[config.mk]
export PLATFORM = sky130hd
export DESIGN_NAME = tsp_reduced_matrix_bound_core
export DESIGN_NICKNAME = d
export VERILOG_FILES = /design/src/tsprmb_pkg.sv /design/src/tsprmb_mem.sv /design/src/tsprmb_alu.sv /design/src/tsprmb_seq.sv /design/src/tsp_reduced_matrix_bound_core.sv
export SDC_FILE = /design/constraint.sdc
export NUM_CORES = 2
export LEC_CHECK = 0
export ABC_AREA = 1
export BUFFER_PORTS_ARGS = -buffer_cell sky130_fd_sc_hd__buf_2
export CAP_MARGIN = 20
export CORE_MARGIN = 2
export CORE_UTILIZATION = 68
export DETAILED_ROUTE_END_ITERATION = 7
export GPL_TIMING_DRIVEN = 0
export PLACE_DENSITY_LB_ADDON = 0.25
export SLEW_MARGIN = 10
export SYNTH_ARGS = -nofsm -noshare
export SYNTH_HDL_FRONTEND = slang
export SYNTH_SLANG_ARGS = --single-unit
[constraint.sdc]
create_clock -name clk -period 18.8 [get_ports clk]
set_clock_uncertainty 0.15 [all_clocks]
set_input_delay 1.88 -clock clk [delete_from_list [all_inputs] [get_ports clk]]
set_output_delay 1.88 -clock clk [all_outputs]
set_load 0.005 [all_outputs]
[src/tsprmb_pkg.sv]
// ----------------------------------------------------------------------------
// TSP reduced matrix bound package
// Shared constants, element format and memory port types.
// ----------------------------------------------------------------------------
package tsprmb_pkg;

    localparam int MAX_CITIES = 8;
    localparam int IDX_W      = $clog2(MAX_CITIES);
    localparam int ADDR_W     = 2 * IDX_W;
    localparam int CNT_W      = IDX_W + 1;
    localparam int ENTRY_BITS = 16;
    localparam int ELEM_W     = ENTRY_BITS + 1;
    localparam int BOUND_W    = 24;
    localparam int ACC_W      = BOUND_W + 2;
    localparam int NCFG_W     = 4;

    localparam logic [NCFG_W-1:0]  N_CITIES_RESET = NCFG_W'(8);
    localparam logic [CNT_W-1:0]   SIDE_MAX       = CNT_W'(MAX_CITIES);
    localparam logic [BOUND_W-1:0] BOUND_MAX      = {BOUND_W{1'b1}};

    localparam logic [1:0] MODE_LOAD   = 2'd0;
    localparam logic [1:0] MODE_EXPAND = 2'd1;
    localparam logic [1:0] MODE_READ   = 2'd2;

    localparam logic KIND_BOUND = 1'b0;
    localparam logic KIND_READ  = 1'b1;

    // An element is an infinite flag above the cost value.
    typedef struct packed {
        logic                  inf;
        logic [ENTRY_BITS-1:0] value;
    } elem_t;

    localparam elem_t ELEM_INF = '{inf: 1'b1, value: '0};

    typedef struct packed {
        logic              en;
        logic [ADDR_W-1:0] addr;
        elem_t             data;
    } mem_wr_t;

endpackage

[src/tsprmb_mem.sv]
// ----------------------------------------------------------------------------
// Cost matrix memory
// One write port and one read port with registered read data.
// ----------------------------------------------------------------------------
module tsprmb_mem (
    input  logic                          clk,
    input  tsprmb_pkg::mem_wr_t           wr,
    input  logic [tsprmb_pkg::ADDR_W-1:0] rd_addr,
    output tsprmb_pkg::elem_t             rd_data
);
    import tsprmb_pkg::*;

    elem_t mem [MAX_CITIES*MAX_CITIES];

    always_ff @(posedge clk)
    begin
        if (wr.en)
        begin
            mem[wr.addr] <= wr.data;
        end
        rd_data <= mem[rd_addr];
    end

endmodule

[src/tsprmb_alu.sv]
// ----------------------------------------------------------------------------
// Reduction compare and subtract unit
// Masks one element, folds it into a running minimum and subtracts a minimum.
// ----------------------------------------------------------------------------
module tsprmb_alu (
    input  tsprmb_pkg::elem_t elem,
    input  logic              masked,
    input  tsprmb_pkg::elem_t min_in,
    output tsprmb_pkg::elem_t min_out,
    output tsprmb_pkg::elem_t sub_out
);
    import tsprmb_pkg::*;

    elem_t eff;

    always_comb
    begin
        eff = masked ? ELEM_INF : elem;

        if (!eff.inf && (min_in.inf || (eff.value < min_in.value)))
        begin
            min_out = eff;
        end
        else
        begin
            min_out = min_in;
        end

        if (eff.inf)
        begin
            sub_out = ELEM_INF;
        end
        else if (min_in.inf)
        begin
            sub_out = eff;
        end
        else
        begin
            sub_out = '{inf: 1'b0, value: eff.value - min_in.value};
        end
    end

endmodule

[src/tsprmb_seq.sv]
// ----------------------------------------------------------------------------
// Reduction sequencer
// Walks the matrix line by line, drives the shared unit and holds the result.
// ----------------------------------------------------------------------------
module tsprmb_seq (
    input  logic                               clk,
    input  logic                               rst_n,
    input  logic [tsprmb_pkg::NCFG_W-1:0]      n_cities,
    input  logic                               req_valid,
    output logic                               req_ready,
    input  logic [1:0]                         mode,
    input  logic [tsprmb_pkg::IDX_W-1:0]       entry_row,
    input  logic [tsprmb_pkg::IDX_W-1:0]       entry_col,
    input  logic [tsprmb_pkg::ENTRY_BITS-1:0]  entry_value,
    input  logic                               entry_infinite,
    input  logic [tsprmb_pkg::IDX_W-1:0]       from_city,
    input  logic [tsprmb_pkg::IDX_W-1:0]       to_city,
    input  logic                               is_root,
    input  logic [tsprmb_pkg::BOUND_W-1:0]     parent_cost,
    output logic                               rsp_valid,
    input  logic                               rsp_ready,
    output logic                               result_kind,
    output logic [tsprmb_pkg::BOUND_W-1:0]     bound_cost,
    output logic                               cost_saturated,
    output logic                               edge_absent,
    output logic [tsprmb_pkg::ENTRY_BITS-1:0]  read_value,
    output logic                               read_infinite,
    output tsprmb_pkg::mem_wr_t                mem_wr,
    output logic [tsprmb_pkg::ADDR_W-1:0]      mem_rd_addr,
    input  tsprmb_pkg::elem_t                  mem_rd_data
);
    import tsprmb_pkg::*;

    typedef enum logic [2:0] {
        ST_IDLE,
        ST_RD_WAIT,
        ST_EDGE,
        ST_RMIN,
        ST_RSUB,
        ST_CMIN,
        ST_CSUB,
        ST_FINISH
    } state_t;

    state_t                  state_reg, state_next;
    logic [CNT_W-1:0]        n_reg, n_next;
    logic [CNT_W-1:0]        line_reg, line_next;
    logic [CNT_W-1:0]        k_reg, k_next;
    elem_t                   min_reg, min_next;
    logic [ACC_W-1:0]        acc_reg, acc_next;
    logic [IDX_W-1:0]        from_reg, from_next;
    logic [IDX_W-1:0]        to_reg, to_next;
    logic                    root_reg, root_next;
    logic                    from_ok_reg, from_ok_next;
    logic                    to_ok_reg, to_ok_next;
    logic                    absent_reg, absent_next;
    logic [ADDR_W-1:0]       addr_reg, addr_next;
    logic [ADDR_W-1:0]       prev_addr_reg;
    logic                    rsp_valid_reg, rsp_valid_next;
    logic                    kind_reg, kind_next;
    logic [BOUND_W-1:0]      bound_reg, bound_next;
    logic                    sat_reg, sat_next;
    logic                    edge_absent_reg, edge_absent_next;
    logic [ENTRY_BITS-1:0]   rd_value_reg, rd_value_next;
    logic                    rd_inf_reg, rd_inf_next;

    logic [CNT_W-1:0]        side;
    logic                    accept;
    logic                    slot_free;
    logic                    proc;
    logic                    last;
    logic                    last_line;
    logic                    masked;
    logic [IDX_W-1:0]        prev_row;
    logic [IDX_W-1:0]        prev_col;
    elem_t                   alu_min;
    elem_t                   alu_sub;

    assign side      = (n_cities > NCFG_W'(MAX_CITIES)) ? SIDE_MAX : CNT_W'(n_cities);
    assign req_ready = (state_reg == ST_IDLE);
    assign accept    = req_valid && req_ready;
    assign slot_free = !rsp_valid_reg || rsp_ready;
    assign proc      = (k_reg != '0);
    assign last      = (k_reg == n_reg);
    assign last_line = ((line_reg + CNT_W'(1)) == n_reg);
    assign prev_row  = prev_addr_reg[ADDR_W-1:IDX_W];
    assign prev_col  = prev_addr_reg[IDX_W-1:0];

    // Row from_city and column to_city are masked for a child, entry
    // [to_city][0] for every expansion; masking is applied as lines are read.
    assign masked = (!root_reg && ((from_ok_reg && (prev_row == from_reg))
                                || (to_ok_reg && (prev_col == to_reg))))
                 || (to_ok_reg && (prev_row == to_reg) && (prev_col == '0));

    tsprmb_alu u_alu (
        .elem    (mem_rd_data),
        .masked  (masked),
        .min_in  (min_reg),
        .min_out (alu_min),
        .sub_out (alu_sub)
    );

    always_comb
    begin
        case (state_reg)
            ST_IDLE:
            begin
                mem_rd_addr = (mode == MODE_READ) ? {entry_row, entry_col}
                                                  : {from_city, to_city};
            end
            ST_RMIN, ST_RSUB:
            begin
                mem_rd_addr = {line_reg[IDX_W-1:0], k_reg[IDX_W-1:0]};
            end
            ST_CMIN, ST_CSUB:
            begin
                mem_rd_addr = {k_reg[IDX_W-1:0], line_reg[IDX_W-1:0]};
            end
            default:
            begin
                mem_rd_addr = addr_reg;
            end
        endcase
    end

    always_comb
    begin
        state_next       = state_reg;
        n_next           = n_reg;
        line_next        = line_reg;
        k_next           = k_reg;
        min_next         = min_reg;
        acc_next         = acc_reg;
        from_next        = from_reg;
        to_next          = to_reg;
        root_next        = root_reg;
        from_ok_next     = from_ok_reg;
        to_ok_next       = to_ok_reg;
        absent_next      = absent_reg;
        addr_next        = addr_reg;
        rsp_valid_next   = rsp_valid_reg && !rsp_ready;
        kind_next        = kind_reg;
        bound_next       = bound_reg;
        sat_next         = sat_reg;
        edge_absent_next = edge_absent_reg;
        rd_value_next    = rd_value_reg;
        rd_inf_next      = rd_inf_reg;
        mem_wr           = '{en: 1'b0, addr: prev_addr_reg, data: alu_sub};

        case (state_reg)
            ST_IDLE:
            begin
                if (accept)
                begin
                    if (mode == MODE_LOAD)
                    begin
                        mem_wr.en   = 1'b1;
                        mem_wr.addr = {entry_row, entry_col};
                        mem_wr.data = entry_infinite ? ELEM_INF
                                    : elem_t'{inf: 1'b0, value: entry_value};
                    end
                    else if (mode == MODE_READ)
                    begin
                        addr_next  = {entry_row, entry_col};
                        state_next = ST_RD_WAIT;
                    end
                    else if (mode == MODE_EXPAND)
                    begin
                        n_next       = side;
                        from_next    = from_city;
                        to_next      = to_city;
                        root_next    = is_root;
                        from_ok_next = (CNT_W'(from_city) < side);
                        to_ok_next   = (CNT_W'(to_city) < side);
                        acc_next     = ACC_W'(parent_cost);
                        state_next   = ST_EDGE;
                    end
                end
            end

            ST_RD_WAIT:
            begin
                if (slot_free)
                begin
                    rsp_valid_next   = 1'b1;
                    kind_next        = KIND_READ;
                    bound_next       = '0;
                    sat_next         = 1'b0;
                    edge_absent_next = 1'b0;
                    rd_value_next    = mem_rd_data.inf ? '0 : mem_rd_data.value;
                    rd_inf_next      = mem_rd_data.inf;
                    state_next       = ST_IDLE;
                end
            end

            ST_EDGE:
            begin
                if (root_reg)
                begin
                    absent_next = 1'b0;
                end
                else if (from_ok_reg && to_ok_reg)
                begin
                    absent_next = mem_rd_data.inf;
                    if (!mem_rd_data.inf)
                    begin
                        acc_next = acc_reg + ACC_W'(mem_rd_data.value);
                    end
                end
                else
                begin
                    absent_next = 1'b1;
                end
                line_next  = '0;
                k_next     = '0;
                min_next   = ELEM_INF;
                state_next = (n_reg == '0) ? ST_FINISH : ST_RMIN;
            end

            ST_RMIN, ST_CMIN:
            begin
                if (proc)
                begin
                    min_next = alu_min;
                end
                if (last)
                begin
                    if (!alu_min.inf)
                    begin
                        acc_next = acc_reg + ACC_W'(alu_min.value);
                    end
                    k_next     = '0;
                    state_next = (state_reg == ST_RMIN) ? ST_RSUB : ST_CSUB;
                end
                else
                begin
                    k_next = k_reg + CNT_W'(1);
                end
            end

            ST_RSUB, ST_CSUB:
            begin
                mem_wr.en = proc;
                if (last)
                begin
                    k_next    = '0;
                    min_next  = ELEM_INF;
                    line_next = line_reg + CNT_W'(1);
                    if (state_reg == ST_RSUB)
                    begin
                        if (last_line)
                        begin
                            line_next  = '0;
                            state_next = ST_CMIN;
                        end
                        else
                        begin
                            state_next = ST_RMIN;
                        end
                    end
                    else
                    begin
                        state_next = last_line ? ST_FINISH : ST_CMIN;
                    end
                end
                else
                begin
                    k_next = k_reg + CNT_W'(1);
                end
            end

            ST_FINISH:
            begin
                if (slot_free)
                begin
                    rsp_valid_next   = 1'b1;
                    kind_next        = KIND_BOUND;
                    sat_next         = (acc_reg > ACC_W'(BOUND_MAX));
                    bound_next       = sat_next ? BOUND_MAX : acc_reg[BOUND_W-1:0];
                    edge_absent_next = absent_reg;
                    rd_value_next    = '0;
                    rd_inf_next      = 1'b0;
                    state_next       = ST_IDLE;
                end
            end

            default:
            begin
                state_next = ST_IDLE;
            end
        endcase
    end

    always_ff @(posedge clk or negedge rst_n)
    begin
        if (!rst_n)
        begin
            state_reg     <= ST_IDLE;
            rsp_valid_reg <= 1'b0;
            n_reg         <= '0;
            line_reg      <= '0;
            k_reg         <= '0;
            acc_reg       <= '0;
        end
        else
        begin
            state_reg     <= state_next;
            rsp_valid_reg <= rsp_valid_next;
            n_reg         <= n_next;
            line_reg      <= line_next;
            k_reg         <= k_next;
            acc_reg       <= acc_next;
        end
    end

    always_ff @(posedge clk)
    begin
        min_reg         <= min_next;
        from_reg        <= from_next;
        to_reg          <= to_next;
        root_reg        <= root_next;
        from_ok_reg     <= from_ok_next;
        to_ok_reg       <= to_ok_next;
        absent_reg      <= absent_next;
        addr_reg        <= addr_next;
        prev_addr_reg   <= mem_rd_addr;
        kind_reg        <= kind_next;
        bound_reg       <= bound_next;
        sat_reg         <= sat_next;
        edge_absent_reg <= edge_absent_next;
        rd_value_reg    <= rd_value_next;
        rd_inf_reg      <= rd_inf_next;
    end

    assign rsp_valid      = rsp_valid_reg;
    assign result_kind    = kind_reg;
    assign bound_cost     = bound_reg;
    assign cost_saturated = sat_reg;
    assign edge_absent    = edge_absent_reg;
    assign read_value     = rd_value_reg;
    assign read_infinite  = rd_inf_reg;

    // A new response only ever comes from the two result states.
    assert property (@(posedge clk) disable iff (!rst_n)
        $rose(rsp_valid_reg) |-> ($past(state_reg) == ST_FINISH
                               || $past(state_reg) == ST_RD_WAIT))
        else $error("response raised outside a result state");

    // The matrix is written only by a load or a subtract pass.
    assert property (@(posedge clk) disable iff (!rst_n)
        mem_wr.en |-> (state_reg == ST_IDLE || state_reg == ST_RSUB
                    || state_reg == ST_CSUB))
        else $error("matrix written outside a load or subtract pass");

    // The element counter never runs past the active side.
    assert property (@(posedge clk) disable iff (!rst_n)
        (state_reg == ST_RMIN || state_reg == ST_RSUB || state_reg == ST_CMIN
         || state_reg == ST_CSUB) |-> (k_reg <= n_reg && line_reg < n_reg))
        else $error("line or element counter beyond the active side");

    // A saturated bound is reported at the top of the range.
    assert property (@(posedge clk) disable iff (!rst_n)
        (rsp_valid_reg && sat_reg) |-> (bound_reg == BOUND_MAX && kind_reg == KIND_BOUND))
        else $error("saturated bound not at its maximum");

endmodule

[src/tsp_reduced_matrix_bound_core.sv]
// ----------------------------------------------------------------------------
// TSP reduced matrix bound core
// Branch-and-bound lower-bound kernel: loads a cost matrix, reduces it for an
// expanded node and returns the new bound or a reduced entry.
//
//   Channel    Handshake               Contents
//   request    req_valid / req_ready   mode, entry, expansion fields
//   response   rsp_valid / rsp_ready   bound or read entry
//   config     cfg_wr_en               n_cities, no wait
//
// A load gives no response. An expansion makes one memory read per cycle
// through the shared compare and subtract unit, with writes only in the
// subtract passes: a minimum pass and a subtract pass for each row and column.
// req_ready is low while an item is in work; a held response stalls only the
// finish of the next read or expansion. Reset clears control state; the
// matrix holds no reset value and must be loaded before use.
// ----------------------------------------------------------------------------
module tsp_reduced_matrix_bound_core (
    input  logic                               clk,
    input  logic                               rst_n,
    input  logic                               cfg_wr_en,
    input  logic [tsprmb_pkg::NCFG_W-1:0]      cfg_wr_data,
    input  logic                               req_valid,
    output logic                               req_ready,
    input  logic [1:0]                         mode,
    input  logic [tsprmb_pkg::IDX_W-1:0]       entry_row,
    input  logic [tsprmb_pkg::IDX_W-1:0]       entry_col,
    input  logic [tsprmb_pkg::ENTRY_BITS-1:0]  entry_value,
    input  logic                               entry_infinite,
    input  logic [tsprmb_pkg::IDX_W-1:0]       from_city,
    input  logic [tsprmb_pkg::IDX_W-1:0]       to_city,
    input  logic                               is_root,
    input  logic [tsprmb_pkg::BOUND_W-1:0]     parent_cost,
    output logic                               rsp_valid,
    input  logic                               rsp_ready,
    output logic                               result_kind,
    output logic [tsprmb_pkg::BOUND_W-1:0]     bound_cost,
    output logic                               cost_saturated,
    output logic                               edge_absent,
    output logic [tsprmb_pkg::ENTRY_BITS-1:0]  read_value,
    output logic                               read_infinite
);
    import tsprmb_pkg::*;

    logic [NCFG_W-1:0] n_cities_reg;
    mem_wr_t           mem_wr;
    logic [ADDR_W-1:0] mem_rd_addr;
    elem_t             mem_rd_data;

    always_ff @(posedge clk or negedge rst_n)
    begin
        if (!rst_n)
        begin
            n_cities_reg <= N_CITIES_RESET;
        end
        else if (cfg_wr_en)
        begin
            n_cities_reg <= cfg_wr_data;
        end
    end

    tsprmb_mem u_mem (
        .clk     (clk),
        .wr      (mem_wr),
        .rd_addr (mem_rd_addr),
        .rd_data (mem_rd_data)
    );

    tsprmb_seq u_seq (
        .clk            (clk),
        .rst_n          (rst_n),
        .n_cities       (n_cities_reg),
        .req_valid      (req_valid),
        .req_ready      (req_ready),
        .mode           (mode),
        .entry_row      (entry_row),
        .entry_col      (entry_col),
        .entry_value    (entry_value),
        .entry_infinite (entry_infinite),
        .from_city      (from_city),
        .to_city        (to_city),
        .is_root        (is_root),
        .parent_cost    (parent_cost),
        .rsp_valid      (rsp_valid),
        .rsp_ready      (rsp_ready),
        .result_kind    (result_kind),
        .bound_cost     (bound_cost),
        .cost_saturated (cost_saturated),
        .edge_absent    (edge_absent),
        .read_value     (read_value),
        .read_infinite  (read_infinite),
        .mem_wr         (mem_wr),
        .mem_rd_addr    (mem_rd_addr),
        .mem_rd_data    (mem_rd_data)
    );

endmodule

==> Word level (Yosys, flattened, before mapping) <==
Memory sizes are Yosys's and may differ from the RTL's. A register that Yosys moved wholly into a read port is not among the register bits.
Cells that the tools add are included.
{ "word_totals": {"ff_bits": 129, "n_memories": 1, "ramBits": 1088, "out_inout_bits": 46, "elab_cells": 171} }
{ "memory_table": {"columns": ["name", "depth", "word_bits", "read_ports", "rd_clocked_by_memory_dff", "write_ports", "line", "text"], "rows": [
  ["u_mem.mem", 64, 17, 1, 1, 1, "tsprmb_mem.sv:13", "elem_t mem [MAX_CITIES*MAX_CITIES];"]
]} }
{ "op_classes": {"order_cmp": 5, "n_reduce_logical": 40, "bitwise_logic": 2, "n_mux": 66, "n_eq_ne": 29, "addsub": 5} }
{ "ops": {"columns": ["operator", "n"], "rows": [
  ["two-way mux 26 bit", 9],
  ["two-way mux 24 bit", 5],
  ["two-way mux 17 bit", 6],
  ["one-hot mux 26 bit (3 select lines)", 1],
  ["two-way mux 16 bit", 4],
  ["adder 26 x 16 -> 26 bit", 2],
  ["one-hot mux 17 bit (3 select lines)", 1],
  ["one-hot mux 24 bit (2 select lines)", 1],
  ["one-hot mux 16 bit (2 select lines)", 1],
  ["two-way mux 3 bit", 10],
  ["> comparator 26 x 24 -> 1 bit (second input constant)", 1],
  ["two-way mux 23 bit", 1],
  ["two-way mux 4 bit", 5],
  ["one-hot mux 6 bit (3 select lines)", 1],
  ["less-than comparator 16 bit", 1],
  ["one-hot mux 4 bit (2 select lines)", 2],
  ["subtractor 16 bit", 1],
  ["one-hot mux 3 bit (5 select lines)", 1],
  ["!= test 2 x 1 -> 1 bit (second input constant)", 7],
  ["!= test 2 bit (second input constant)", 7],
  ["== test 3 bit (second input constant)", 4],
  ["two-way mux 1 bit", 10],
  ["one-hot mux 1 bit (2 select lines)", 5],
  ["AND reduction 10 bit", 1],
  ["other kinds (29)", 60]
]} }

==> Logic depth before layout (Yosys ltp) <==
{ "depth": {"word_depth": 14, "ltp_mapped": 38} }

==> Modules after synthesis <==
Synthesis repeated with hierarchy kept, for this count alone.
{ "hier_totals": {"cells_unflattened": 5086, "area_unflattened_um2": 53934.2} }
{ "modules_own_cells": {"columns": ["mod", "n_inst", "seq_area_each_um2", "cells_each", "area_per_inst_um2"], "rows": [
  ["tsprmb_mem", 1, 33011.7, 3748, 44466.4],
  ["tsprmb_seq", 1, 3483.3, 990, 7694.9],
  ["tsprmb_alu", 1, 0.0, 331, 1622.8],
  ["tsp_reduced_matrix_bound_core", 1, 101.3, 17, 150.1]
]} }

==> Worst setup path after synthesis <==
No wires, ideal clock.
{ "synth_timing": {"kind": "input -> register", "from": "input mode[0]", "to": "memory u_mem.mem[0][11] (netlist bit) (data pin)", "stages": 8, "t_arrival_ns": 5.310, "setup_slack_ns": 12.638, "setup_time_ns": 0.702, "t_required_ns": 17.948, "cell_sequence": "inv_1 -> ha_1 -> inv_1 -> nor2_1 -> buf_2 -> nor2_1 -> o21ai_0 -> o21ai_0"} }
{ "synth_lines": {"columns": ["element", "line", "text"], "rows": [
  ["from (decl)", "tsp_reduced_matrix_bound_core.sv:25", "input logic [1:0] mode,"],
  ["to (decl)", "tsprmb_mem.sv:13", null]
]} }

==> Final worst setup path <==
{ "layout_timing": {"from": "register u_seq.to_reg[1]", "to": "register u_seq.acc_reg[16]"} }
{ "layout_via": {"elab_chain_len": 14, "word_cells_on_any_way": 20, "classes_between": "1 x add/sub; 1 x order compare; 3 x eq/ne; 5 x mux; 10 x reduce/logical"} }
{ "layout_lines": {"columns": ["element", "line", "text"], "rows": [
  ["from (decl)", "tsprmb_seq.sv:52", "logic [IDX_W-1:0] to_reg, to_next;"],
  ["from (signal assigned)", "tsprmb_seq.sv:320", "to_reg <= to_next;"],
  ["== test 3 bit", "tsprmb_seq.sv:92", "|| (to_ok_reg && (prev_col == to_reg))))"],
  ["logical AND 1 bit", "tsprmb_seq.sv:92", null],
  ["logical OR 1 bit", "tsprmb_seq.sv:92", null],
  ["logical AND 1 bit", "tsprmb_seq.sv:91", "assign masked = (!root_reg && ((from_ok_reg && (prev_row == from_reg))"],
  ["logical OR 1 bit (*)", "tsprmb_seq.sv:93", "|| (to_ok_reg && (prev_row == to_reg) && (prev_col == '0));"],
  ["two-way mux 17 bit (*)", "tsprmb_alu.sv:18", "eff = masked ? ELEM_INF : elem;"],
  ["less-than comparator 16 bit", "tsprmb_alu.sv:20", "if (!eff.inf && (min_in.inf || (eff.value < min_in.value)))"],
  ["logical OR 1 bit", "tsprmb_alu.sv:20", null],
  ["logical AND 1 bit", "tsprmb_alu.sv:20", null],
  ["two-way mux 17 bit (*)", "tsprmb_alu.sv:20", null],
  ["adder 26 x 16 -> 26 bit", "tsprmb_seq.sv:230", "acc_next = acc_reg + ACC_W'(alu_min.value);"],
  ["two-way mux 26 bit", "tsprmb_seq.sv:228", "if (!alu_min.inf)"],
  ["two-way mux 26 bit", "tsprmb_seq.sv:226", "if (last)"],
  ["one-hot mux 26 bit (3 select lines)", "tsprmb_seq.sv:150", "case (state_reg)"],
  ["to (signal assigned)", "tsprmb_seq.sv:312", "acc_reg <= acc_next;"],
  ["to (decl)", "tsprmb_seq.sv:50", "logic [ACC_W-1:0] acc_reg, acc_next;"]
]} }
Mark *: on every way between the ends. The rest lies on a longest branch, timed or not. The select of a mux whose other input is x is not followed.
A chain may end at the register's enable or synchronous reset.

==> summary.md <==
| Metric | Value |
|---|---|
| # rows | 106 |
| Setup crit end kind | register |
| HPWL after DPL | 119000 µm |
| Worst EP arrival | 8.05 ns |
| Number of flip-flops under the largest register name | 1088 |
| Wirelength per Cell | 24.3 µm |
| Depth of the worst register-to-register path | 32 |
| Ports | 111 |
| Clk buf depth | 3 |
| Die area | 86100 µm² |
| Rel. slew slack | 14.2% |
| Worst min-delay path startpoint | n_cities_reg[2] |
| Slowest CP cell | o21ai_0 |
| Minimum clock period | 7.54 ns |
| Worst-Margin Slew | 1.29 ns |
| Metal3 WL | 22600 µm |
| Vias in the first global route | 41848 |
| Most used DFF post-synth | edfxtp_1 |
| # hold bufs at CTS | 0 |
| R2r setup slk | 11.26 ns |
| Critical path's largest stage delay | 0.71 ns |
| Netlist cell types | 48 |
| Cell count after placement | 6874 |
| CTS tree | built |
| Avg Inst Size Synth | 10.1 µm² |
| Die height | 293 µm |
| DRT Wirelength | 172000 µm |
| Outcome | finished, final reports clean |
| Routability cong. | 0.976 |
| Worst-path fanout max | 10 |
| Top cells by count, synth | 1217 x nand3_1, 1165 x edfxtp_1, 1140 x nand2_1 |
| Fmax | 133 MHz |
| WL met2 | 77300 µm |
| Wl on met1 | 60500 µm |
| Crit Path Class | reg2reg |
| Endpoints failing hold | 0 |
| CTS H-tree depth | 3 |
| Core Box Area | 83300 µm² |
| Hold path cells | 1 |
| Number of nets in the layout | 6027 |
| Layout cell share with drive strength beyond 1 | 10.4% |
| Syn Inst Count | 5622 |
| Vias per cell | 6.21 |
| Buffers and inverters on the worst path | 4 |
| Ys async rst share | 3.73% |
| Worst setup path startpoint | u_seq.to_reg[1] |
| Top cell by count, worst path | nand2_1 |
| Count leader, synth | nand3_1 |
| First-pass GRT wire length | 250000 µm |
| Yosys top cell area share | 61.4% |
| Top Layer Used | met5 |
| Die width | 293 µm |
| Yosys warning total | 0 |
| DR vias | 44013 |
| Area contributors post-synth | edfxtp_1 61%, nand3_1 11%, nand2_1 7.5%, inv_1 6.3%, nand3b_1 3.4% |
| GR Overflow Total | 0 |
| Initial antenna violation count | 7 |
| CP startpoint kind | register |
| Layout area overhead | 12.4% |
| # port buffers | 110 |
| Post-CTS Setup Inserts | 0 |
| Syn_nets | 5731 |
| Post-Layout Inst Area | 64000 µm² |
| CP Depth | 32 |
| RSZ-0062 raised after global routing | no |
| Root Buffer | clkbuf_16 |
| Starting Density | 68.4% |
| Max-Cap Viols | 0 |
| Post-route non-filler standard cell count | 7088 |
| Family with the most delay on the worst path | compound AO/OA/AOI/OAI gates |
| Router iterations before antenna repair | 7 |
| Yosys reg bits | 1234 |
| Cell Area, Placed | 60200 µm² |
| Clock Sinks | 1234 |
| CP required | 19.31 ns |
| Max Slew Vio Count | 0 |
| Final Cycle Share | 40.1% |
| Worst min path class | reg2reg |
| EDFF count, synth | 1165 |
| Area leader, netlist | edfxtp_1 |
| Clock network latency to the later pin of the worst-skew pair | 0.74 ns |
| Utilization after layout | 76.9% |
| CTS buffer count | 121 |
| Number of DRC markers in iteration 0 | 7109 |
| Register area share after synthesis | 64.3% |
| Largest net degree at the start of global routing | 63 |
| Worst reg2reg path startpoint | u_seq.to_reg[1] |
| Post_cts resized | 0 |
| Residual DRC count | 0 |
| # setup viols final | 0 |
| Worst-path clk slew | 0.06 ns |
| Detail Route Antenna Nets | 0 |
| Setup Total Neg Slack | 0 ns |
| Synth Cell Area | 56900 µm² |
| All-layer global routing usage | 39.6% |
## layer usage
layer	vias up	global-route usage, %
li1	19366	-
met1	20722	52.2
met5	-	0
met2	3260	61.3
met4	8	23.6
met3	657	8.58
## final timing paths
| check | end |
|---|---|
| setup / recovery | u_seq.acc_reg[16] |
| hold / removal | n_cities_reg[2] |
| setup reg to reg | u_seq.acc_reg[16] |
| hold reg to reg | n_cities_reg[2] |
| max in group asynchronous | n_cities_reg[3] |
| min in group asynchronous | u_seq.acc_reg[4] |
## cell usage in the layout (no fill, tap or decap), types with 9 or more instances in the layout
cell type,synthesis,layout
nand3b_1,258,258
a21oi_1,70,69
nor2_2,2,61
nor2_1,178,118
clkbuf_1,94,120
nor3_1,11,9
buf_8,0,32
nand2_1,1140,1126
clkinv_1,4,27
ha_1,42,42
dfxtp_1,23,23
buf_16,0,9
buf_4,19,23
edfxtp_1,1165,1165
xor2_1,15,15
buf_6,8,13
buf_2,157,267
nand3_1,1217,1217
clkbuf_16,0,125
nand4_1,13,13
clkinv_2,0,15
o211ai_1,10,10
or2_2,9,9
nand2_4,0,14
inv_1,953,952
dfrtp_1,45,45
buf_12,0,13
o22ai_1,9,9
o21ai_0,84,82
xnor2_1,12,12
buf_1,31,31
## stage by stage
stage / hold WS (ns) / worst slack [ns]
floorplan: 0.327 / 12.64
global placement: 0.352 / 6.30
detailed placement: 0.354 / 11.53
CTS: 0.376 / 11.47
global route: 0.398 / 10.76
finish: 0.375 / 11.26
## worst reg2reg max path, delay by kind of cell, from the launching register on
kind	cells	cell delay (ns)
AO/OA/AOI/OAI	10	2.78
XOR/XNOR	1	0.17
adder cells (fa/ha/maj)	3	1.01
buffers and inverters	4	0.94
flip-flops	1	0.44
AND/OR/NAND/NOR	14	1.98
## logic make-up (layout without fill, tap and decap cells)
| kind of cell | count (synthesis) | after routing | share of synthesized area (%) |
|---|---|---|---|
| XOR/XNOR | 27 | 27 | 0.415 |
| AND/OR/NAND/NOR | 2831 | 2831 | 23.2 |
| adder cells (fa/ha/maj) | 44 | 44 | 0.993 |
| flip-flops | 1234 | 1234 | 64.3 |
| AO/OA/AOI/OAI | 211 | 211 | 2.12 |
| multiplexers | 3 | 3 | 0.0571 |
| other | 0 | 1 | 0 |
| buffers and inverters | 1272 | 1657 | 8.96 |
## final cells by class
type | instances | area, µm²
antenna | 1 | 2.50
buffer | 309 | 1490
clock buffer | 159 | 3330
clock inverter | 53 | 484
fill | 5335 | 19300
inverter | 963 | 3610
multi-input combinational | 3116 | 15500
sequential | 1234 | 36600
tap | 1080 | 1350
timing repair buffer | 173 | 1630
Power is left out: the tool's default activity adds up to more than one toggle a clock period on the data nets, which glitch-free logic cannot reach.
